===== src/rtl/core/ncs_pkg.sv =====
`default_nettype none

package ncs_pkg;

	localparam int STACK_DEPTH_DEF = 32;
	localparam int DEPTH_W = 5;
	localparam int ARGC_W = 4;

	// if and elseif take the command word and exactly one argument.
	localparam logic [ARGC_W-1:0] ARGS_NEEDED = 4'd2;

	typedef enum logic [1:0] {
		CMD_IF     = 2'd0,
		CMD_ELSEIF = 2'd1,
		CMD_ELSE   = 2'd2,
		CMD_ENDIF  = 2'd3
	} cmd_t;

	typedef enum logic [1:0] {
		ST_OK       = 2'd0,
		ST_TOO_DEEP = 2'd1,
		ST_ARGS     = 2'd2,
		ST_NO_IF    = 2'd3
	} status_t;

	// One open conditional level.
	typedef struct packed {
		logic inh;
		logic tak;
	} entry_t;

endpackage

`default_nettype wire


===== src/rtl/core/nested_condition_stack.sv =====
`default_nettype none

// Channel  | Handshake             | Payload
// command  | cmd_valid, cmd_stall  | cmd, arg_count, test_true
// result   | res_valid, res_stall  | status, enabled, depth
//
// One command per cycle while the result is not stalled, through the input
// register and the result register. The top level lives in flip-flops and the
// level below it in a prefetch register, so each command touches the stack
// memory at most once: a write on if, a read on endif. After reset the depth is
// zero and the enable is one; stack entries need no clearing. A stalled result
// holds the input register, which then stalls the command channel.

module nested_condition_stack #(
	parameter int STACK_DEPTH = ncs_pkg::STACK_DEPTH_DEF
) (
	input  wire logic                          clk,
	input  wire logic                          arst_n,
	input  wire logic                          cmd_valid,
	output logic                               cmd_stall,
	input  wire ncs_pkg::cmd_t                 cmd,
	input  wire logic [ncs_pkg::ARGC_W-1:0]    arg_count,
	input  wire logic                          test_true,
	output logic                               res_valid,
	input  wire logic                          res_stall,
	output ncs_pkg::status_t                   status,
	output logic                               enabled,
	output logic [ncs_pkg::DEPTH_W-1:0]        depth
);
	import ncs_pkg::*;

	localparam int LW = (STACK_DEPTH > 2) ? $clog2(STACK_DEPTH) : 1;
	localparam logic [LW-1:0] LVL_FULL = LW'(STACK_DEPTH - 1);

	// Input register.
	logic              vld_s1;
	cmd_t              cmd_s1;
	logic [ARGC_W-1:0] argc_s1;
	logic              test_s1;

	// Stack state.
	logic [LW-1:0] lvl_q;
	entry_t        top_q;
	entry_t        below_q;
	entry_t        stack_mem [STACK_DEPTH];

	logic          adv;
	logic          fire;
	logic          en_cur;
	logic          n_en;
	logic [LW-1:0] n_lvl;
	entry_t        n_top;
	status_t       st_d;
	logic          do_push;
	logic          do_pop;
	logic          has_below2;
	logic [LW-1:0] wr_idx;
	logic [LW-1:0] rd_idx;

	assign adv = !res_valid || !res_stall;
	assign fire = vld_s1 && adv;
	assign cmd_stall = vld_s1 && !adv;

	always_ff @(posedge clk or negedge arst_n) begin
		if (!arst_n) begin
			vld_s1 <= 1'b0;
		end else if (!cmd_stall) begin
			vld_s1 <= cmd_valid;
		end
	end

	always_ff @(posedge clk) begin
		if (!cmd_stall && cmd_valid) begin
			cmd_s1 <= cmd;
			argc_s1 <= arg_count;
			test_s1 <= test_true;
		end
	end

	// At depth zero the enable is one; otherwise it follows the top level.
	assign en_cur = (lvl_q == '0) || (top_q.inh && top_q.tak);
	assign n_en = (n_lvl == '0) || (n_top.inh && n_top.tak);

	always_comb begin
		n_lvl = lvl_q;
		n_top = top_q;
		st_d = ST_OK;
		do_push = 1'b0;
		do_pop = 1'b0;
		if (cmd_s1 == CMD_IF) begin
			if (lvl_q == LVL_FULL) begin
				st_d = ST_TOO_DEEP;
			end else if (argc_s1 != ARGS_NEEDED) begin
				st_d = ST_ARGS;
			end else begin
				do_push = 1'b1;
				n_top.inh = en_cur;
				n_top.tak = test_s1;
				n_lvl = lvl_q + LW'(1);
			end
		end else if (lvl_q == '0) begin
			st_d = ST_NO_IF;
		end else begin
			unique case (cmd_s1)
				CMD_ELSEIF: begin
					if (argc_s1 != ARGS_NEEDED) begin
						st_d = ST_ARGS;
					end else if (top_q.inh && top_q.tak) begin
						// An earlier branch ran: the rest of this level stays off.
						n_top.inh = 1'b0;
						n_top.tak = 1'b0;
					end else if (top_q.inh) begin
						n_top.tak = test_s1;
					end
				end
				CMD_ELSE: begin
					n_top.tak = !top_q.tak;
				end
				CMD_ENDIF: begin
					do_pop = 1'b1;
					n_top = below_q;
					n_lvl = lvl_q - LW'(1);
				end
				default: begin
				end
			endcase
		end
	end

	assign has_below2 = (LW + 2)'(lvl_q) >= (LW + 2)'(3);
	assign wr_idx = lvl_q - LW'(1);
	assign rd_idx = LW'((LW + 2)'(lvl_q) - (LW + 2)'(3));

	always_ff @(posedge clk or negedge arst_n) begin
		if (!arst_n) begin
			lvl_q <= '0;
		end else if (fire) begin
			lvl_q <= n_lvl;
		end
	end

	// The old top goes to memory on a push; a pop refills the level below
	// the new top from memory.
	always_ff @(posedge clk) begin
		if (fire) begin
			top_q <= n_top;
			if (do_push && lvl_q != '0) begin
				stack_mem[wr_idx] <= top_q;
				below_q <= top_q;
			end else if (do_pop && has_below2) begin
				below_q <= stack_mem[rd_idx];
			end
		end
	end

	// Result register.
	always_ff @(posedge clk or negedge arst_n) begin
		if (!arst_n) begin
			res_valid <= 1'b0;
		end else if (adv) begin
			res_valid <= vld_s1;
		end
	end

	always_ff @(posedge clk) begin
		if (fire) begin
			status <= st_d;
			enabled <= n_en;
			depth <= DEPTH_W'(n_lvl);
		end
	end

`ifndef SYNTHESIS
	a_push_grows: assert property (@(posedge clk) disable iff (!arst_n)
		(fire && cmd_s1 == CMD_IF && lvl_q != LVL_FULL && argc_s1 == ARGS_NEEDED)
		|=> lvl_q == $past(lvl_q) + LW'(1))
		else $error("accepted if did not push a level");

	// The top register holds nothing meaningful while no level is open.
	a_error_keeps_state: assert property (@(posedge clk) disable iff (!arst_n)
		(fire && st_d != ST_OK) |=> ($stable(lvl_q) && (lvl_q == '0 || $stable(top_q))))
		else $error("failed command changed the stack");

	a_no_if_status: assert property (@(posedge clk) disable iff (!arst_n)
		(fire && cmd_s1 != CMD_IF && lvl_q == '0) |=> (res_valid && status == ST_NO_IF))
		else $error("command at depth zero not reported as no open if");

	a_depth_bound: assert property (@(posedge clk) disable iff (!arst_n)
		(fire && do_pop) |=> (lvl_q == $past(lvl_q) - LW'(1) && enabled == $past(n_en)))
		else $error("endif did not restore the level below");
`endif

endmodule

`default_nettype wire


===== config.mk =====
export PLATFORM = sky130hd
export DESIGN_NAME = nested_condition_stack
export DESIGN_NICKNAME = d
export VERILOG_FILES = /design/src/rtl/core/ncs_pkg.sv /design/src/rtl/core/nested_condition_stack.sv
export SDC_FILE = /design/constraint.sdc
export NUM_CORES = 1
export LEC_CHECK = 0
export BUFFER_PORTS_ARGS = -buffer_cell sky130_fd_sc_hd__buf_2
export CAP_MARGIN = 10
export CORE_MARGIN = 10
export CORE_UTILIZATION = 61
export CTS_CLUSTER_DIAMETER = 60
export DETAILED_ROUTE_END_ITERATION = 6
export GPL_ROUTABILITY_DRIVEN = 0
export PLACE_DENSITY = 0.79
export SLEW_MARGIN = 15
export SYNTH_ARGS = -nofsm -noshare
export SYNTH_HDL_FRONTEND = slang
export SYNTH_SLANG_ARGS = --single-unit
export TNS_END_PERCENT = 5

===== constraint.sdc =====
create_clock -name clk -period 4.1 [get_ports clk]
set_input_delay 0.82 -clock clk [delete_from_list [all_inputs] [get_ports clk]]
set_output_delay 0.82 -clock clk [all_outputs]
set_load 0.02 [all_outputs]

After elaboration in Yosys (flattened, before gate mapping)

Memories as Yosys holds them, arrays and structs flattened.
Index checks and enable logic that the tools add are counted.
W data, S select, Z words.

Bits in latches: 0
Register bits: 26
Output and inout port bits: 10
Memories: 1
Memory bits (read-only): 0
RAM bits: 64

Memory list:

| name      | depth | bits a word | rd ports | clocked after Yosys merged registers in | wr ports | line                         | text |
|---|---|---|---|---|---|---|---|
| stack_mem | 32    | 2           | 1        | 0                                       | 1        | nested_condition_stack.sv:45 | `entry_t stack_mem [STACK_DEPTH];` |

Equal/unequal tests: 5
Shifts and indexed selects: 0
Mux-type cells: 31
Add/subtract/negate cells: 3
$lt $le $gt $ge: 1
Bitwise gates (word level): 0
Reductions and logical operators: 21
Divide/modulo/power cells: 0
Multipliers: 0

Operator list:

| operator              | number |
|---|---|
| $mux W5               | 5 |
| $mux W2               | 12 |
| $mux W1               | 12 |
| $logic_not A5 Y1      | 2 |
| $logic_and A1 B1 Y1   | 7 |
| $add A5 B1 Y5 const B | 1 |
| $eq A5 B5 Y1 const B  | 1 |
| $ge A5 B2 Y1 const B  | 1 |
| $logic_not A1 Y1      | 5 |
| $reduce_bool A5 Y1    | 1 |
| $sub A5 B1 Y5 const B | 1 |
| $sub A5 B2 Y5 const B | 1 |
| $eq A2 B2 Y1 const B  | 2 |
| $ne A4 B2 Y1 const B  | 1 |
| $logic_or A1 B1 Y1    | 3 |
| $pmux W1 S3           | 1 |
| $eq A2 B1 Y1 const B  | 1 |
| $logic_not A2 Y1      | 1 |
| $pmux W1 S2           | 1 |
| $reduce_and A2 Y1     | 1 |
| $reduce_bool A2 Y1    | 1 |

Longest topological paths before layout

Gate-level depths: netlist of the first run.

Depth in word-level cells: 8
Mapped depth: 10
Depth with buffers taken out: 8

Worst setup path after synthesis of the first run

No wires, ideal clock.

Kind: flip-flop to flip-flop
Start point: reg lvl_q[0]
End point: reg below_q[0] (netlist name), data pin
Buffers on the path: 3
Path slack: 0.912 ns
Library setup time: 0.260 ns
Clock period less this slack: 3.188 ns
Data required time: 3.840 ns
Data arrival time: 2.928 ns
Cell stages (with the launch flop): 9
Path through: dfrtp_1 buf_1 clkbuf_1 inv_1 ha_1 clkbuf_1 mux2_2 mux4_2 mux2_2

Cells in the longest elaborated chain, start to end: 5
Elaborated cells on any way between the ends: 9
Those cells by class: add/sub (1); eq/ne (1); mux (4); reduce/logical (2); memory (1)

RTL lines:

| item                                                  | line                          | text |
|---|---|---|
| start: declaration                                    | nested_condition_stack.sv:42  | `logic [LW-1:0] lvl_q;` |
| start signal: assignment                              | nested_condition_stack.sv:138 | `lvl_q <= n_lvl;` |
| branches (longest 4 deep; another with $sub A5 B2 Y5) | --                            |  |
| $mux W2 *                                             | nested_condition_stack.sv:147 | `if (do_push && lvl_q != '0) begin` |
| end signal: assignment                                | nested_condition_stack.sv:149 | `below_q <= top_q;` |
| end signal: assignment                                | nested_condition_stack.sv:151 | `below_q <= stack_mem[rd_idx];` |
| end: declaration                                      | nested_condition_stack.sv:44  | `entry_t below_q;` |

Mark *: on every way between the ends. The select of a mux whose other input is x is not followed.
A chain may end at the register's enable or synchronous reset.

Worst setup path after layout of the first run

Start point: reg lvl_q[1]
End point: mem stack_mem[26][0] (netlist name) (enable)

Cells in the longest elaborated chain, start to end: 7
Elaborated cells on any way between the ends: 9
Those cells by class: add/sub (1); eq/ne (1); mux (5); reduce/logical (2)

RTL lines:

| item                          | line                          | text |
|---|---|---|
| $eq A5 B5 Y1                  | nested_condition_stack.sv:91  | `if (lvl_q == LVL_FULL) begin` |
| $mux W1                       | nested_condition_stack.sv:91  |  |
| $mux W1                       | nested_condition_stack.sv:90  | `if (cmd_s1 == CMD_IF) begin` |
| $logic_and A1 B1 Y1           | nested_condition_stack.sv:147 |  |
| $mux W1                       | nested_condition_stack.sv:147 |  |
| $mux W1                       | nested_condition_stack.sv:145 | `if (fire) begin` |
| $mux W1 (implied by the code) | nested_condition_stack.sv:148 | `stack_mem[wr_idx] <= top_q;` |
| end: declaration              | nested_condition_stack.sv:45  |  |

Several ways; a longest one is shown, not always the timed one.

==> metrics.md, run 1 <==
| Metric | Value |
|---|---|
| I/O pin cnt | `21` |
| Register area share after synthesis | `61.7%` |
| Leakage | `0.00162 uW` |
| Port buffer count | `20` |
| Setup Viol. Count Final | `0` |
| Post-Syn Nets | `347` |
| Fmax | `0.297 GHz` |
| Clk sinks | `90` |
| Cells after synthesis | `329` |
| Antenna cells | `0` |
| DP Wirelength | `5.79 mm` |
| YS warnings | `0` |
| Combinational Power Share | `40.0%` |
| Net Sw Power | `1060 uW` |
| Layout area overhead | `9.59%` |
| CTS Hold Buffers Added | `0` |
| CP endpoint kind | `register` |
| Nets | `369` |
| DRT iter0 DRCs | `274` |
| Core area | `0.00683 mm2` |
| Die X | `104 um` |
| Status | `completed` |
| Die area | `0.0108 mm2` |
| Top cell type's share of synthesized area | `57.7%` |
| Via density | `6.17` |
| Yosys reg bits | `90` |
| Hold violation count in the final report | `0` |
| Count of different cell masters after synthesis | `56` |
| Slew margin rel. | `28.8%` |
| Clock power frac | `20.5%` |
| Grt total ovfl | `0` |
| H-Tree Depth | `3` |
| Num CTS Buffers | `9` |
| CP startpoint kind | `register` |
| Setup repair bufs after CTS | `0` |
| Crit path max fanout | `12` |
| Async S/R FF share, synth | `7.78%` |
| Setup TNS | `0 ns` |
| Count leader, synth | `edfxtp_1` |
| CTS tree | `built` |
| Data arrival, critical path | `3.43 ns` |
| Pin count of the biggest net entering global routing | `40` |
| Min Hold Slack | `0.278 ns` |
| Mux share of post-synthesis cell area | `9.04%` |
| Max_cap viols | `0` |
| Synth Area in Simple Gates | `13.9%` |
| Worst hold path type | `input pin to async pin` |
| Fin worst setup slack | `0.728 ns` |
| Syn avg cell area | `13.1 um2` |
| Drc violations | `0` |
| Main combinational cell family by area after synthesis | `simple AND/OR/NAND/NOR gates` |
| First-pass GRT wire length | `13.9 mm` |
| Syn Std Cell Area | `0.00432 mm2` |
| Synth area leader | `edfxtp_1` |
| Starting Density | `63.2%` |
| Worst Tran Pin Value | `1.07 ns` |
| Initial antenna violation count | `0` |
| PostCTS Resize Cnt | `0` |
| Worst-Skew Late Latency | `0.36 ns` |
| Top cells by area, synth | `edfxtp_1 58%, mux4_2 4.2%, dfrtp_1 4.1%` |
| Xor and xnor fraction of the mapped netlist area | `1.42%` |
| Main synth FF type | `edfxtp_1` |
| Slew Limit Fails | `0` |
| RSZ-0062 raised after global routing | `false` |
| Clk slew on worst S/H paths | `0.09 ns` |
| Antenna-violating nets left | `0` |
| Min Tclk post-route | `3.37 ns` |
| Post-synth EDFFs | `83` |
| CP required | `4.16 ns` |
| Final Skew | `0.00779 ns` |
| Root Buffer | `clkbuf_8` |
| Switching fraction of total power | `35.4%` |
| Period Utilization, post-route | `82.2%` |
| Placement Setup Slack | `0.809 ns` |
| Commonest cells post-synth | `83 x edfxtp_1, 41 x nor2_1, 28 x nand2_1` |
| Clock Tree Buf Depth | `2` |
| DR WL/cell | `19.2 um` |
| Number of global-route vias before repair | `2654` |
| Pre-antenna DRT Iters | `5` |
| Tot GR Track Use | `16.1%` |
| Die Y-Extent | `104 um` |
| Register share of total power | `39.5%` |
| Power per cell area | `632 mW/mm2` |
| Synth Area in Compound Gates | `9.35%` |
| Maximum vdd drop | `0.356 mV` |
| Layout cells sized above 1 | `17.7%` |
| Pint | `1930 uW` |
| CP Class | `register to register` |
| FP Rows | `30` |
| Final wirelength | `8.69 mm` |
| Synth Area in Adders | `2.03%` |
| Via count | `2789` |
-- layout make-up --
cell class | count | area, um2
Clock inverter | 5 | 61.3
Clock buffer | 11 | 141
Inverter | 9 | 33.8
Fill cell | 504 | 2100
Sequential cell | 90 | 2670
Multi-Input combinational cell | 213 | 1540
Tap cell | 96 | 120
Timing Repair Buffer | 28 | 168
-- critical path: stages (launching register included) --
cell and delay [ns]:
dfrtp_1 0.52, ha_1 0.34, and3_1 0.22, ha_1 0.25
nor3_1 0.62, nand2_1 0.23, nor2_1 0.25, nand2_1 0.33
nor2_1 0.30
-- sequential cells by signal, indices dropped and copies added, names as in the netlist, 2 cells and up --
signal     flops
stack_mem     64
cmd_s1         2
lvl_q          5
top_q          2
argc_s1        4
below_q        2
status         2
depth          5
-- kinds of logic (layout without fill, tap and decap cells) --
logic type | after synthesis | after routing
compound gates | 54 | 54
xor+xnor | 7 | 7
fa+ha+maj | 7 | 7
buf+inv | 26 | 53
flops | 90 | 90
mux | 25 | 25
simple gates | 120 | 120
-- worst paths after layout --
path	startpoint	slack, ns	depth (start not counted)	end
worst max-delay path	lvl_q[1]$_DFFE_PN0P_	0.73	8	stack_mem[26][0]$_DFFE_PP_
worst min-delay path	arst_n	0.28	1	lvl_q[4]$_DFFE_PN0P_
worst max register to register	lvl_q[1]$_DFFE_PN0P_	0.73	8	stack_mem[26][0]$_DFFE_PP_
worst min register to register	vld_s1$_DFFE_PN0N_	0.49	1	res_valid$_DFFE_PN0N_
max in group asynchronous	arst_n	3.66	1	res_valid$_DFFE_PN0N_
min in group clk	vld_s1$_DFFE_PN0N_	0.49	1	res_valid$_DFFE_PN0N_
-- power groups by stage --
stage	logic (uW)	clock network (uW)	registers [uW]
2_1_floorplan	937	0	1180
3_3_place_gp	1150	0	1210
3_5_place_dp	1170	0	1210
4_1_cts	1180	618	1190
5_1_grt	1310	657	1200
6_report	1200	613	1180
-- layer usage --
metal	GRT usage (%)	wire (um)	up-vias
li1	-	-	1311
met1	20.8	3730	1359
met2	25.7	4300	104
met3	4.15	515	15
met4	5.47	136	0
met5	0	0	-
-- through the flow --
stage | power (uW) | util, % | instance area [um2] | cells
6_report | 2990 | 69.3 | 4730 | 452
3_3_place_gp | 2360 | 66.1 | 4520 | 435
3_5_place_dp | 2380 | 66.1 | 4520 | 435
5_1_grt | 3160 | 69.3 | 4730 | 452
2_1_floorplan | 2120 | - | 4320 | 329
4_1_cts | 2990 | 69.1 | 4720 | 451
-- layout by cell type (no fill, tap or decap), types with 2 or more instances in the layout --
master | Yosys | routed
inv_1 | 9 | 9
o21ai_0 | 4 | 4
ha_1 | 7 | 7
buf_4 | 0 | 7
o31ai_1 | 3 | 3
mux4_1 | 2 | 2
a21o_1 | 4 | 4
mux2_2 | 6 | 6
mux2i_1 | 9 | 9
o221a_2 | 2 | 2
or2_2 | 2 | 2
or3_1 | 3 | 3
o311ai_0 | 2 | 2
dfrtp_1 | 7 | 7
clkbuf_8 | 0 | 10
edfxtp_1 | 83 | 83
nor2b_1 | 10 | 10
nand2b_1 | 2 | 2
buf_2 | 4 | 20
a2111oi_0 | 8 | 8
nor3_1 | 3 | 3
nor2_1 | 41 | 41
a31oi_1 | 2 | 2
xnor2_1 | 5 | 5
nand2_1 | 28 | 28
o2bb2ai_1 | 3 | 3
a22oi_1 | 4 | 4
clkinvlp_4 | 0 | 3
and3_1 | 11 | 11
nor3b_1 | 3 | 3
xor2_1 | 2 | 2
o22ai_1 | 2 | 2
nor4_1 | 4 | 4
nand3_1 | 4 | 4
a21oi_1 | 9 | 9
mux4_2 | 8 | 8
Note: power is estimated with default switching activity, not from simulation.
==> run 2, diff against run 1 <==
--- a/config.mk
+++ b/config.mk
@@ -8,11 +8,11 @@
 export BUFFER_PORTS_ARGS = -buffer_cell sky130_fd_sc_hd__buf_2
 export CAP_MARGIN = 10
 export CORE_MARGIN = 10
-export CORE_UTILIZATION = 61
+export CORE_UTILIZATION = 55
 export CTS_CLUSTER_DIAMETER = 60
 export DETAILED_ROUTE_END_ITERATION = 6
 export GPL_ROUTABILITY_DRIVEN = 0
-export PLACE_DENSITY = 0.79
+export PLACE_DENSITY = 0.75
 export SLEW_MARGIN = 15
 export SYNTH_ARGS = -nofsm -noshare
 export SYNTH_HDL_FRONTEND = slang
==> constraint.sdc (replaced) <==
create_clock -name clk -period 3.1 [get_ports clk]
set_input_delay 0.62 -clock clk [delete_from_list [all_inputs] [get_ports clk]]
set_output_delay 0.62 -clock clk [all_outputs]
set_load 0.02 [all_outputs]
==> run 2 against run 1 <==
Effect of this change: non-clock buffer count is 9 higher; critical endpoint is now below_q[0]$_DFFE_PP_; critical path depth is 2 lower; first-iteration DRC count is 27% lower; largest cell class unchanged; clock-buffer cell count is 2 lower; highest routed layer unchanged; largest power group unchanged; register-to-register slack worse by 0.64 ns; via count is 2.3% higher.
==> metrics.md, run 2 (synthesis results as in run 1) <==
| Metric | Value |
|---|---|
| Status | `completed` |
| Num CTS Buffers | `9 (unchanged)` |
| Root Buffer | `clkbuf_8` |
| CP startpoint | `lvl_q[0]$_DFFE_PN0P_` |
| CP startpoint kind | `register` |
| Pin count of the biggest net entering global routing | `42 (+5.0%)` |
| Most flops, register | `stack_mem` |
| Clock Tree Buf Depth | `2 (unchanged)` |
| Number of global-route vias before repair | `2706 (+2.0%)` |
| Die X | `109 um (+4.3%)` |
| CP top delay family | `multiplexers` |
| Tot Pwr | `4140 uW (+38%)` |
| Worst Tran Pin Value | `0.838 ns (-0.230 ns)` |
| Core area | `0.00769 mm2 (+13%)` |
| Slew margin rel. | `43.7% (+15 points)` |
| Worst-Skew Late Latency | `0.36 ns (about the same)` |
| Max reg flops | `64 (unchanged)` |
| Data arrival, critical path | `3.14 ns (-0.29 ns)` |
| Hold violation count in the final report | `0 (unchanged)` |
| Slowest cell on crit path | `xnor2_1` |
| Crit path cell chain | `ha_1 -> xnor2_1 -> mux4_2 -> mux2_2 -> mux4_2 -> mux2_2` |
| CP required | `3.22 ns (-0.94 ns)` |
| FP Rows | `32 (+6.7%)` |
| H-Tree Depth | `3 (unchanged)` |
| DRT iter0 DRCs | `200 (-27%)` |
| Setup Viol. Count Final | `0 (unchanged)` |
| DP Wirelength | `6.07 mm (+4.9%)` |
| Reg2Reg Depth | `6 (-2)` |
| Critical Path Max Stage Delay | `0.68 ns (+0.06 ns)` |
| First-pass GRT wire length | `14.1 mm (+1.3%)` |
| Util after Layout | `62.7% (-6.6 points)` |
| Setup repair bufs after CTS | `0 (unchanged)` |
| Max_cap viols | `0 (unchanged)` |
| Power per cell area | `859 mW/mm2 (+36%)` |
| Via density | `6.11 (-0.99%)` |
| I/O pin cnt | `21 (unchanged)` |
| Worst hold path type | `input pin to async pin` |
| Final Skew | `0.0110 ns (+0.00321 ns)` |
| Number of fill cells | `576 (+14%)` |
| Worst R2R Setup Slack | `0.09 ns (-0.64 ns)` |
| Commonest non-fill, non-tap cells in the layout | `83 x edfxtp_1, 41 x nor2_1, 27 x nand2_1` |
| Min Tclk post-route | `3.01 ns (-0.359 ns)` |
| Final wirelength | `8.84 mm (+1.7%)` |
| Period Utilization, post-route | `97.2% (+15 points)` |
| Crit path buffers/inverters | `0 (unchanged)` |
| Die Y-Extent | `109 um (+4.3%)` |
| Worst R2R End | `below_q[0]$_DFFE_PP_` |
| Initial antenna violation count | `0 (unchanged)` |
| Drc violations | `0 (unchanged)` |
| Fmax | `0.332 GHz (+12%)` |
| Port buffer count | `20 (unchanged)` |
| Maximum vdd drop | `0.366 mV (+2.8%)` |
| Layout cells sized above 1 | `20.0% (+2.3 points)` |
| CP Class | `register to register` |
| WP depth | `6 (-2)` |
| Antenna-violating nets left | `0 (unchanged)` |
| Nets | `378 (+2.4%)` |
| Die area | `0.0118 mm2 (+8.8%)` |
| CTS tree | `built` |
| Layout area overhead | `11.5%` |
| Crit path max fanout | `8 (-4)` |
| Clk slew on worst S/H paths | `0.09 ns (about the same)` |
| Min Hold Slack | `0.0727 ns (-0.205 ns)` |
| Tot GR Track Use | `15.6% (-0.53 points)` |
| Antenna cells | `0 (unchanged)` |
| Leakage | `0.00168 uW (+3.8%)` |
| Grt total ovfl | `0 (unchanged)` |
| Commonest non-fill, non-tap cell in the layout | `edfxtp_1` |
| Slew Limit Fails | `0 (unchanged)` |
| RSZ-0062 raised after global routing | `true` |
| Crit path to | `below_q[0]$_DFFE_PP_` |
| Starting Density | `56.2% (-7.0 points)` |
| Pre-antenna DRT Iters | `6 (+1)` |
| DR WL/cell | `18.9 um (-1.6%)` |
| Largest regs | `stack_mem: 64 flops, depth: 5 flops, lvl_q: 5 flops` |
| Clk sinks | `90 (unchanged)` |
| Via count | `2853 (+2.3%)` |
| RR Startpoint | `lvl_q[0]$_DFFE_PN0P_` |
| CP endpoint kind | `register` |
[run 2: cell type report]
type | instances | area [um2] | share of cell area [%]
clock inverter | 7 | 91.3 | 1.90
multi-input combinational | 213 | 1550 | 32.1
sequential | 90 | 2670 | 55.4
clock buffer | 9 | 124 | 2.57
timing repair buffer | 37 | 228 | 4.73
inverter | 9 | 33.8 | 0.701
tap | 102 | 128 | 2.65
[run 2: worst min path at each step]
stage | to | slack [ns] | start
2_1_floorplan | lvl_q[0]$_DFFE_PN0P_ | 0.32 | arst_n
3_3_place_gp | res_valid$_DFFE_PN0N_ | 0.46 | vld_s1$_DFFE_PN0N_
3_5_place_dp | lvl_q[3]$_DFFE_PN0P_ | 0.47 | arst_n
4_1_cts | lvl_q[4]$_DFFE_PN0P_ | 0.07 | arst_n
5_1_grt | lvl_q[3]$_DFFE_PN0P_ | 0.07 | arst_n
6_report | lvl_q[4]$_DFFE_PN0P_ | 0.07 | arst_n
[run 2: per-stage QoR]
stage	instances	area [um2]	setup TNS (ns)	setup slack, ns
final	467	4820	0	0.0871
after global routing	467	4820	-0.0610	-0.0249
after CTS	467	4810	0	0.0916
after detailed placement	451	4600	0	0.0781
after global placement	451	4600	0	0.214
after floorplan	329	4320	0	0.0484
[run 2: where the power goes]
group          internal, uW  total (uW)  switching, uW
clock                   454         867            413
combinational           775        1780           1000
sequential             1450        1490           46.7
total                  2680        4140           1460
[run 2: timing repair]
action                                  in CTS  in global routing
gates resized for setup                      0                  1
hold buffers                                 0                  0
endpoints found under the setup margin       0                  6
[run 2: layer usage]
layer,part of all wire (%),vias up,global-route usage [%]
li1,-,1330,-
met1,41,1421,19.8
met2,51,92,25.1
met3,6.1,10,4.54
met4,1.3,0,5.18
met5,0,-,0
==> run 3, diff against run 2 <==
--- a/config.mk
+++ b/config.mk
@@ -8,11 +8,12 @@
 export BUFFER_PORTS_ARGS = -buffer_cell sky130_fd_sc_hd__buf_2
 export CAP_MARGIN = 10
 export CORE_MARGIN = 10
-export CORE_UTILIZATION = 55
+export CORE_UTILIZATION = 61
 export CTS_CLUSTER_DIAMETER = 60
 export DETAILED_ROUTE_END_ITERATION = 6
 export GPL_ROUTABILITY_DRIVEN = 0
-export PLACE_DENSITY = 0.75
+export PLACE_DENSITY = 0.79
+export RECOVER_POWER = 100
 export SLEW_MARGIN = 15
 export SYNTH_ARGS = -nofsm -noshare
 export SYNTH_HDL_FRONTEND = slang
==> constraint.sdc (replaced) <==
create_clock -name clk -period 3 [get_ports clk]
set_input_delay 0.6 -clock clk [delete_from_list [all_inputs] [get_ports clk]]
set_output_delay 0.6 -clock clk [all_outputs]
set_load 0.02 [all_outputs]
==> run 3 against run 2 <==
Effect of this change: final cell count is 1.3% lower; maximum frequency is 1.8% higher; clock skew is 0.0013 ns lower; wire length is 0.44% lower; first-iteration DRC count is 0.50% higher; via count is 1.8% lower; sequential cell count stayed put; hold slack better by 0.058 ns; final area is 0.93% lower; combinational power is 3% higher; core utilization is 7.2 points higher; critical path type unchanged.
==> metrics.md, run 3 (synthesis results as in run 1) <==
| Metric | Value |
|---|---|
| Maximum vdd drop | `0.440 mV (+20%)` |
| Slew margin rel. | `9.77% (-34 points)` |
| DP Wirelength | `6.01 mm (-1.1%)` |
| Via count | `2803 (-1.8%)` |
| PostCTS Resize Cnt | `0 (unchanged)` |
| DRT iter0 DRCs | `201 (+0.50%)` |
| Antenna cells | `0 (unchanged)` |
| RSZ-0062 raised after global routing | `true` |
| Nets | `378 (unchanged)` |
| Data arrival, critical path | `3.07 ns (-0.07 ns)` |
| Worst-Skew Late Latency | `0.36 ns (about the same)` |
| Pin count of the biggest net entering global routing | `37 (-12%)` |
| Layout cells sized above 1 | `15.1% (-4.9 points)` |
| Drc violations | `0 (unchanged)` |
| Setup repair bufs after CTS | `0 (unchanged)` |
| Clk slew on worst S/H paths | `0.09 ns (about the same)` |
| CP required | `3.11 ns (-0.11 ns)` |
| First-pass GRT wire length | `14.3 mm (+1.0%)` |
| Slew Limit Fails | `0 (unchanged)` |
| Fmax | `0.338 GHz (+1.8%)` |
| Pre-antenna DRT Iters | `5 (-1)` |
| Tot Pwr | `4240 uW (+2.5%)` |
| CP endpoint kind | `register` |
| Antenna-violating nets left | `0 (unchanged)` |
| Final wirelength | `8.80 mm (-0.44%)` |
| Clk sinks | `90 (unchanged)` |
| Hold violation count in the final report | `0 (unchanged)` |
| Area after DPL | `0.00459 mm2 (-0.16%)` |
| CP startpoint kind | `register` |
| Via density | `6.08 (-0.47%)` |
| CTS Hold Buffers Added | `0 (unchanged)` |
| Max reg flops | `64 (unchanged)` |
| Die Y-Extent | `104 um (-4.1%)` |
| Worst Tran Pin Value | `1.35 ns (+0.515 ns)` |
| Die area | `0.0108 mm2 (-8.1%)` |
| Die X | `104 um (-4.1%)` |
| Core area | `0.00683 mm2 (-11%)` |
| Largest regs | `stack_mem: 64 flops, depth: 5 flops, lvl_q: 5 flops` |
| Crit path max fanout | `7 (-1)` |
| Grt total ovfl | `0 (unchanged)` |
| Min Tclk post-route | `2.96 ns (-0.0521 ns)` |
| Num CTS Buffers | `9 (unchanged)` |
| Clock Tree Buf Depth | `2 (unchanged)` |
| H-Tree Depth | `3 (unchanged)` |
| Power per cell area | `889 mW/mm2 (+3.4%)` |
| Number of fill cells | `502 (-13%)` |
| Port buffer count | `20 (unchanged)` |
| Starting Density | `63.2% (+7.0 points)` |
| FP Rows | `30 (-6.3%)` |
| Tot GR Track Use | `16.3% (+0.72 points)` |
| CP Class | `register to register` |
| Period Utilization, post-route | `98.7% (+1.5 points)` |
| I/O pin cnt | `21 (unchanged)` |
| Max_cap viols | `0 (unchanged)` |
| Initial antenna violation count | `0 (unchanged)` |
| Number of global-route vias before repair | `2816 (+4.1%)` |
| Post-route cell area | `0.00477 mm2 (-0.93%)` |
| Worst hold path type | `input pin to async pin` |
| Status | `completed` |
| Leakage | `0.00163 uW (-3.2%)` |
| CTS tree | `built` |
| Util after Layout | `69.9% (+7.2 points)` |
| Most flops, register | `stack_mem` |
| Root Buffer | `clkbuf_8` |
| Setup Viol. Count Final | `0 (unchanged)` |
| Commonest non-fill, non-tap cell in the layout | `edfxtp_1` |
| Layout area overhead | `10.5%` |
| Final Skew | `0.00966 ns (-0.00133 ns)` |
| DR WL/cell | `19.1 um (+0.85%)` |
| Commonest non-fill, non-tap cells in the layout | `83 x edfxtp_1, 41 x nor2_1, 28 x nand2_1` |
-- run 3: changes by cell type in the layout (fill, tap and decap cells not counted), sizes merged --
cell / previous run / this run
clkbuf: 9 / 25
buf: 37 / 22
inv: 11 / 9
clkinv: 3 / 4
-- run 3: per-layer routing --
metal  GRT usage (%)  wire, um  up-vias
met5               0         0        -
met4            6.96       162        0
met3            2.60       496       14
met2            26.3      4410      109
met1            21.3      3730     1359
li1                -         -     1321
-- run 3: metrics by stage --
step	setup TNS [ns]	hold WS [ns]	setup slack (ns)	std cells
CTS	0	0.0576	0.0408	461
detailed placement	0	0.447	0.0570	445
global route	-1.96	0.150	-0.0753	461
global placement	0	0.445	0.00818	445
floorplan	0	0.304	0.0731	329
finish	0	0.131	0.0392	461
-- run 3: cell type report --
cell class	instances	area (um2)	share of cell area (%)
Sequential cell	90	2670	55.9
Multi-Input combinational cell	213	1540	32.3
Timing Repair Buffer	37	199	4.17
Clock buffer	10	128	2.67
Tap cell	96	120	2.52
Clock inverter	6	81.3	1.70
Inverter	9	33.8	0.708
-- run 3: worst max-delay path, stage by stage (launching register included) --
cell and delay (ns):
dfrtp_1 0.40, ha_1 0.23, xnor2_1 0.61, mux4_2 0.41
mux2_2 0.30, mux4_2 0.46, mux2_2 0.29
-- run 3: power breakdown --
| part | internal (uW) | switching (uW) |
|---|---|---|
| combinational | 793 | 1040 |
| sequential | 1500 | 41.3 |
| clock | 464 | 408 |
-- run 3: path summary, 6_finish.rpt --
| kind | start | endpoint | slack (ns) | cells after the start |
|---|---|---|---|---|
| worst min-delay path | arst_n | lvl_q[0]$_DFFE_PN0P_ | 0.13 | 1 |
| worst max register to register | lvl_q[0]$_DFFE_PN0P_ | below_q[1]$_DFFE_PP_ | 0.04 | 6 |
| min in group clk | cmd[0] | cmd_s1[0]$_DFFE_PP_ | 0.41 | 1 |
| max in group asynchronous | arst_n | res_valid$_DFFE_PN0N_ | 2.57 | 1 |
| worst min register to register | vld_s1$_DFFE_PN0N_ | res_valid$_DFFE_PN0N_ | 0.48 | 1 |
| worst max-delay path | lvl_q[0]$_DFFE_PN0P_ | below_q[1]$_DFFE_PP_ | 0.04 | 6 |
